===== src/rtl/ra61_pkg.sv =====
`timescale 1ns / 1ps
// Shared types, widths and constants of the rotational anisotropy field pipeline.
// Used by every file of the block; depends on nothing.
package ra61_pkg;

  localparam int FRAC_BITS = 16;
  localparam int SPIN_W    = 18;
  localparam int FIELD_W   = 32;
  localparam int K_W       = 24;

  localparam int ROUND     = 1 << (FRAC_BITS - 1);
  localparam int PROD_W    = 2 * SPIN_W;
  localparam int PROJ_W    = PROD_W + 2;
  localparam int CLAMP_W   = PROJ_W - FRAC_BITS;
  localparam int MQ_W      = PROD_W - FRAC_BITS;
  localparam int K5_W      = MQ_W + 3;
  localparam int KP_W      = K_W + MQ_W;
  localparam int KB_W      = K_W + K5_W;
  localparam int EN_W      = KP_W - FRAC_BITS;
  localparam int COEF_W    = 26;
  localparam int TERM_P_W  = COEF_W + SPIN_W;
  localparam int TERM_W    = TERM_P_W - FRAC_BITS;
  localparam int SUM_W     = FIELD_W + 2;

  localparam int APB_AW    = 5;
  localparam int APB_DW    = 32;

  localparam logic signed [SPIN_W-1:0] Q_ONE   = SPIN_W'(1 << FRAC_BITS);
  localparam logic signed [SPIN_W-1:0] C_10_11 = SPIN_W'(((10 << FRAC_BITS) + 5) / 11);
  localparam logic signed [SPIN_W-1:0] C_6_11  = SPIN_W'(((6 << FRAC_BITS) + 5) / 11);
  localparam logic signed [SPIN_W-1:0] C_5_33  = SPIN_W'(((5 << FRAC_BITS) + 16) / 33);
  localparam logic signed [SPIN_W-1:0] C_1_33  = SPIN_W'(((1 << FRAC_BITS) + 16) / 33);

  localparam logic signed [FIELD_W-1:0] F_MAX = {1'b0, {(FIELD_W-1){1'b1}}};
  localparam logic signed [FIELD_W-1:0] F_MIN = {1'b1, {(FIELD_W-1){1'b0}}};

  typedef enum logic [2:0] {
    REG_ENABLE      = 3'd0,
    REG_EASY_AXIS_X = 3'd1,
    REG_EASY_AXIS_Y = 3'd2,
    REG_EASY_AXIS_Z = 3'd3,
    REG_REF_AXIS_X  = 3'd4,
    REG_REF_AXIS_Y  = 3'd5,
    REG_REF_AXIS_Z  = 3'd6,
    REG_ANISO_CONST = 3'd7
  } reg_idx_e;

  typedef struct packed {
    logic                     enable;
    logic signed [SPIN_W-1:0] easy_axis_x;
    logic signed [SPIN_W-1:0] easy_axis_y;
    logic signed [SPIN_W-1:0] easy_axis_z;
    logic signed [SPIN_W-1:0] ref_axis_x;
    logic signed [SPIN_W-1:0] ref_axis_y;
    logic signed [SPIN_W-1:0] ref_axis_z;
    logic signed [K_W-1:0]    aniso_const;
  } cfg_t;

  localparam cfg_t CFG_RESET = '{
    enable:      1'b0,
    easy_axis_x: '0,
    easy_axis_y: '0,
    easy_axis_z: Q_ONE,
    ref_axis_x:  Q_ONE,
    ref_axis_y:  '0,
    ref_axis_z:  '0,
    aniso_const: '0
  };

  typedef struct packed {
    logic signed [SPIN_W-1:0]  spin_x;
    logic signed [SPIN_W-1:0]  spin_y;
    logic signed [SPIN_W-1:0]  spin_z;
    logic signed [FIELD_W-1:0] field_in_x;
    logic signed [FIELD_W-1:0] field_in_y;
    logic signed [FIELD_W-1:0] field_in_z;
    logic                      last_atom;
  } in_t;

  typedef struct packed {
    logic signed [SPIN_W-1:0]  pz;
    logic signed [SPIN_W-1:0]  px;
    logic signed [FIELD_W-1:0] field_in_x;
    logic signed [FIELD_W-1:0] field_in_y;
    logic signed [FIELD_W-1:0] field_in_z;
    logic                      last_atom;
  } proj_t;

  typedef struct packed {
    logic signed [MQ_W-1:0]    a;
    logic signed [MQ_W-1:0]    b;
    logic signed [MQ_W-1:0]    ee;
    logic signed [FIELD_W-1:0] field_in_x;
    logic signed [FIELD_W-1:0] field_in_y;
    logic signed [FIELD_W-1:0] field_in_z;
    logic                      last_atom;
  } poly_t;

  typedef struct packed {
    logic signed [FIELD_W-1:0] field_out_x;
    logic signed [FIELD_W-1:0] field_out_y;
    logic signed [FIELD_W-1:0] field_out_z;
    logic signed [FIELD_W-1:0] energy;
    logic                      last_result;
  } out_t;

  function automatic logic signed [SPIN_W-1:0] clamp_one(input logic signed [CLAMP_W-1:0] v);
    logic signed [SPIN_W-1:0] r;
    if (v > Q_ONE) begin
      r = Q_ONE;
    end else if (v < -Q_ONE) begin
      r = -Q_ONE;
    end else begin
      r = v[SPIN_W-1:0];
    end
    return r;
  endfunction

  function automatic logic signed [FIELD_W-1:0] sat_field(input logic signed [SUM_W-1:0] v);
    logic signed [FIELD_W-1:0] r;
    if (v > F_MAX) begin
      r = F_MAX;
    end else if (v < F_MIN) begin
      r = F_MIN;
    end else begin
      r = v[FIELD_W-1:0];
    end
    return r;
  endfunction

endpackage


===== src/rtl/ra61_cfg.sv =====
`timescale 1ns / 1ps
// APB register bank holding the enable, the two axes and the anisotropy constant.
// Depends on ra61_pkg.
module ra61_cfg (
  input  logic                          clk_i,
  input  logic                          rst_ni,
  input  logic                          psel,
  input  logic                          penable,
  input  logic                          pwrite,
  input  logic [ra61_pkg::APB_AW-1:0]   paddr,
  input  logic [ra61_pkg::APB_DW-1:0]   pwdata,
  output logic [ra61_pkg::APB_DW-1:0]   prdata,
  output logic                          pready,
  output ra61_pkg::cfg_t                cfg_o
);

  ra61_pkg::cfg_t     cfg_q, cfg_d;
  ra61_pkg::reg_idx_e idx;
  logic               wr;

  assign idx    = ra61_pkg::reg_idx_e'(paddr[ra61_pkg::APB_AW-1:2]);
  assign wr     = psel && penable && pwrite;
  assign pready = 1'b1;
  assign cfg_o  = cfg_q;

  always_comb begin
    cfg_d = cfg_q;
    if (wr) begin
      unique case (idx)
        ra61_pkg::REG_ENABLE:      cfg_d.enable      = pwdata[0];
        ra61_pkg::REG_EASY_AXIS_X: cfg_d.easy_axis_x = pwdata[ra61_pkg::SPIN_W-1:0];
        ra61_pkg::REG_EASY_AXIS_Y: cfg_d.easy_axis_y = pwdata[ra61_pkg::SPIN_W-1:0];
        ra61_pkg::REG_EASY_AXIS_Z: cfg_d.easy_axis_z = pwdata[ra61_pkg::SPIN_W-1:0];
        ra61_pkg::REG_REF_AXIS_X:  cfg_d.ref_axis_x  = pwdata[ra61_pkg::SPIN_W-1:0];
        ra61_pkg::REG_REF_AXIS_Y:  cfg_d.ref_axis_y  = pwdata[ra61_pkg::SPIN_W-1:0];
        ra61_pkg::REG_REF_AXIS_Z:  cfg_d.ref_axis_z  = pwdata[ra61_pkg::SPIN_W-1:0];
        ra61_pkg::REG_ANISO_CONST: cfg_d.aniso_const = pwdata[ra61_pkg::K_W-1:0];
        default:                   cfg_d = cfg_q;
      endcase
    end
  end

  always_comb begin
    prdata = '0;
    unique case (idx)
      ra61_pkg::REG_ENABLE:      prdata[0] = cfg_q.enable;
      ra61_pkg::REG_EASY_AXIS_X: prdata[ra61_pkg::SPIN_W-1:0] = cfg_q.easy_axis_x;
      ra61_pkg::REG_EASY_AXIS_Y: prdata[ra61_pkg::SPIN_W-1:0] = cfg_q.easy_axis_y;
      ra61_pkg::REG_EASY_AXIS_Z: prdata[ra61_pkg::SPIN_W-1:0] = cfg_q.easy_axis_z;
      ra61_pkg::REG_REF_AXIS_X:  prdata[ra61_pkg::SPIN_W-1:0] = cfg_q.ref_axis_x;
      ra61_pkg::REG_REF_AXIS_Y:  prdata[ra61_pkg::SPIN_W-1:0] = cfg_q.ref_axis_y;
      ra61_pkg::REG_REF_AXIS_Z:  prdata[ra61_pkg::SPIN_W-1:0] = cfg_q.ref_axis_z;
      ra61_pkg::REG_ANISO_CONST: prdata[ra61_pkg::K_W-1:0]    = cfg_q.aniso_const;
      default:                   prdata = '0;
    endcase
  end

  always_ff @(posedge clk_i or negedge rst_ni) begin
    if (!rst_ni) begin
      cfg_q <= ra61_pkg::CFG_RESET;
    end else begin
      cfg_q <= cfg_d;
    end
  end

endmodule


===== config.mk =====
export PLATFORM = sky130hd
export DESIGN_NAME = ra61_cfg
export DESIGN_NICKNAME = d
export VERILOG_FILES = /design/src/rtl/ra61_pkg.sv /design/src/rtl/ra61_cfg.sv
export SDC_FILE = /design/constraint.sdc
export NUM_CORES = 1
export LEC_CHECK = 0
export BUFFER_PORTS_ARGS = -buffer_cell sky130_fd_sc_hd__buf_2
export CORE_ASPECT_RATIO = 1.75
export CORE_UTILIZATION = 40
export CTS_CLUSTER_DIAMETER = 40
export DETAILED_ROUTE_END_ITERATION = 8
export PLACE_DENSITY = 0.66
export SYNTH_ARGS = -nofsm -noshare
export SYNTH_HDL_FRONTEND = slang
export SYNTH_SLANG_ARGS = --single-unit

===== constraint.sdc =====
create_clock -name clk_i -period 2 [get_ports clk_i]
set_input_delay 0.3 -clock clk_i [delete_from_list [all_inputs] [get_ports clk_i]]
set_output_delay 0.3 -clock clk_i [all_outputs]
set_load 0.05 [all_outputs]

; ---- After elaboration in Yosys (flattened, before gate mapping)
; Cells that the tools add are included.
[totals]
output_inout_bits = 166
ff_bits = 133
word_cells = 29
in_bits = 42
[op_classes]
eq_ne = 7
mux = 3
reduce_logical = 11
[op_table]
columns = op, count
row1 = $pmux 17 s7, 1
row2 = $reduce_and 2->1, 8
row3 = $eq 3x3->1 const B, 4
row4 = $pmux 1 s8, 1
row5 = $eq 3x2->1 const B, 2
row6 = $mux 6, 1
row7 = $eq 3x1->1 const B, 1
row8 = $logic_not 3->1, 1
row9 = $logic_and 1x1->1, 2

; ---- Longest topological paths before layout
[logic_depth]
ltp_word = 3
ltp_mapped = 6
depth_no_buf = 3

; ---- Least setup slack after synthesis
; No wires, ideal clock.
[synth_path]
kind = input-to-output
start = input port paddr[3] in the netlist's numbering
end = output port prdata[6] in the netlist's numbering
arrival_ns = 2.230
n_path_buf = 3
t_required_ns = 1.700
slack_ns = -0.530
stages = 6
cell_sequence = buf_2 nor2b_1 clkbuf_1 buf_2 a22oi_1 o21ai_0
[synth_between]
elab_chain_cells = 2
word_cells_on_any_way = 8
[synth_lines]
columns = item, line_no
row1 = "start, declared", ra61_cfg.sv:10  ; input logic [ra61_pkg::APB_AW-1:0] paddr,
row2 = $eq 3x3->1 (tied with other cells), ra61_cfg.sv:45  ; unique case (idx)
row3 = $pmux 17 s7 *, ra61_cfg.sv:45
row4 = "end, declared", ra61_cfg.sv:12  ; output logic [ra61_pkg::APB_DW-1:0] prdata,
; Every way passes the cells marked *; elsewhere a longest branch is shown, timed or not.

; ---- Final worst setup path
[layout_path]
start = register cfg_q (netlist bit cfg_o[3])
end = output port prdata[3] in the netlist's numbering
[layout_between]
elab_chain_cells = 1
[layout_lines]
columns = item, line_no
row1 = "start, declared", ra61_cfg.sv:17  ; ra61_pkg::cfg_t cfg_q, cfg_d;
row2 = "start signal, assigned", ra61_cfg.sv:60  ; cfg_q <= ra61_pkg::CFG_RESET;
row3 = "start signal, assigned", ra61_cfg.sv:62  ; cfg_q <= cfg_d;
row4 = $pmux 17 s7, ra61_cfg.sv:45
; No other way between the ends.

==> impl_results.md <==
* Status: completed
* First-pass GRT wire length at between 20 and 30 mm
* Worst Tran Pin Value at 0.639 ns
* # DRC at 0
* Sink Count at around 130
* Antenna cells at 0
* Most used routing layer: met2
* Initial DRC count at ~210
* Skew final at 0 ns
* Final worst-path cycle share at a little over nine tenths
* Setup crit start kind: flop
* Fillers at 1,283
* Max reg flops at 133
* Worst path required time at approximately 1.7 ns
* Class of the tightest hold or removal check: input port to flop
* Post-Place Worst Slack at -0.0485 ns
* # placed instances at 808
* Crit path cell chain: mux2_2, a22oi_1, o221ai_1, buf_2
* Max Cap Violations at 0
* Hold Crit Start: pwdata[19]
* Clk slew on worst S/H paths at roughly 0.06 ns
* TritonCTS Buffers at 17
* Die span in x at 95.4 um
* Met3 usage at 4.12%
* GR Layer Usage met1 at approximately a quarter
* Syn Std Cell Area at 6110 um2
* Clock Latency Late Sink at 0.40 ns
* WS Path Type: flop to output pin
* Setup Buffers After CTS at 0
* # setup viols final at 0
* Slew Limit Fails at 0
* Die Y at about 170 um
* Total chip power at between 10 and 15 mW
* DR vias at around 4,600
* Starting Density at 41.0%
* Worst Path Arrival at ~1.7 ns
* Worst r2r src: cfg_o[113]
* CP max-delay cell: dfrtp_1
* Met2 GRT Util at 43.1%
* Crit Path Max Fanout at 3
* CTS H-tree lvls at 4
* CP peak stage delay at ~0.4 ns
* Ys flop type: dfrtp_1
* Fmax achieved at roughly 510 MHz
* Mean post-synth cell area at ~14 um2
* Slew HR at roughly 57%
* EDFF count, synth at 0
* Total gr overflow at 0
* Leakage at approximately 4 nW
* Synth cell types at 38
* DRT Pass-1 Iters at 4
* Non-Filler Instances at 840
* Fin crit period at a little under 2 ns
* Peak VDD IR at 0.899 mV
* CP delay by family, top: flip-flops
* Worst Setup End Kind: output pin
* Clock tree buffer depth at 2
* Hpwl dp at 13.3 mm
* Finished Core Util at between 50% and 60%
* Pin count of the biggest net entering global routing at 50
* Post-DRT Antenna Nets at 0
* PD cells at about 1300 nW/um2
* #FFs+latches synth at 133
* Area delta synth->final at 34.0%
* TritonCTS clock tree: yes
* Number of vias per cell at ~5.5
* Post-Synthesis Cells at between 400 and 500
* Leading cell type in the layout, fill and taps excluded: buf_2
* Antenna violations before repair at 0
* Drt wl/cell at approximately 22 um
* Row Count at approximately 60
* Area of the core at 14,900 um2
* Final wirelength at 18.2 mm
* Fin. Hold Viols at 0
* RSZ-0062 raised after global routing: no
* Setup ws final at about 0.054 ns
* Buf+Inv Stages, Crit Path at 1
* GR Util All Layers at a little under a quarter
* Area of the die at around 16,000 um2
* Async set or reset register ratio after synthesis at between 90% and 100%
* Critical path origin: cfg_o[3]
* Seq/Total Area, Yosys at 54.5%
* Synth Warn # at 0
* Layout net count at slightly below 700
* Number of global-route vias before repair at roughly 4,800
* Root Buffer: clkbuf_16
* Layout cells sized above 1 at between 60 and 70%
* Most frequent cells in the layout: 183 x buf_2, 140 x mux2_2, 131 x dfrtp_1, 44 x a22oi_1, 28 x buf_4
* Routability Congestion at 0.806
* IO buf count at around 190
* Post-Route Setup TNS at 0 ns
* Top Ports at 208
==> per-layer routing <==
| metal | part of all wire, % | vias up |
|---|---|---|
| met5 | 0 | - |
| met4 | 3.2 | 0 |
| met3 | 4.3 | 35 |
| met2 | 56 | 164 |
| met1 | 37 | 2374 |
| li1 | - | 2023 |
==> layout make-up <==
| class | instances | area, um2 | share of cell area, % |
|---|---|---|---|
| Inverter | 2 | 7.51 | 0.0917 |
| Clock buffer | 23 | 488 | 5.96 |
| Multi-Input combinational cell | 262 | 2610 | 31.9 |
| Timing Repair Buffer | 229 | 1440 | 17.6 |
| Clock inverter | 8 | 75.1 | 0.917 |
| Tap cell | 183 | 229 | 2.80 |
| Sequential cell | 133 | 3330 | 40.7 |
==> stage by stage <==
stage / instance area, um2 / hold WS [ns]
floorplan: 6150 / 0.00441
global placement: 7590 / 0.344
detailed placement: 7590 / 0.364
CTS: 8180 / 0.110
global route: 8190 / 0.113
finish: 8190 / 0.123
==> cell usage after synthesis, types with 2 or more instances <==
cell,instances,area share (%)
buf_4,15,1.8
dfstp_2,2,0.86
buf_6,3,0.55
and2_1,6,0.61
o221ai_1,14,2.0
mux2_2,140,26
conb_1,2,0.12
a22oi_1,44,5.4
nand2_1,2,0.12
nor2_1,4,0.25
mux4_2,3,1.1
nor2b_1,3,0.31
nand2b_1,3,0.31
buf_2,9,0.74
mux2_1,10,1.8
dfrtp_1,131,54
nor2_4,5,0.92
clkbuf_1,9,0.55
o21ai_0,2,0.16
==> cells by family after synthesis <==
kind of cell | Yosys count | synth area share (%)
AO/OA/AOI/OAI | 65 | 8.24
buffers and inverters | 38 | 3.81
flip-flops | 133 | 54.5
multiplexers | 154 | 28.9
other | 2 | 0.123
AND/OR/NAND/NOR | 34 | 4.36
==> worst paths after layout <==
check,to,slack [ns],cells past startpoint
setup / recovery,prdata[3],0.05,4
hold / removal,cfg_o[19],0.12,2
setup reg to reg,cfg_o[113],1.18,1
hold reg to reg,cfg_o[105],0.51,1
max in group asynchronous,cfg_o[26],0.82,3
min in group asynchronous,cfg_o[15],0.46,2
==> where the power goes <==
part	internal [mW]	switching, mW
clock network	1.83	1.10
logic	1.04	2.91
registers	3.23	0.432
==> timing repair <==
action | in CTS | in global routing
hold endpoints to repair | 39 | 0
endpoints found under the setup margin | 13 | 3
hold buffers | 1 | 0
gates resized for setup | 3 | 5
No activity file was read; power rests on OpenSTA's default activity.
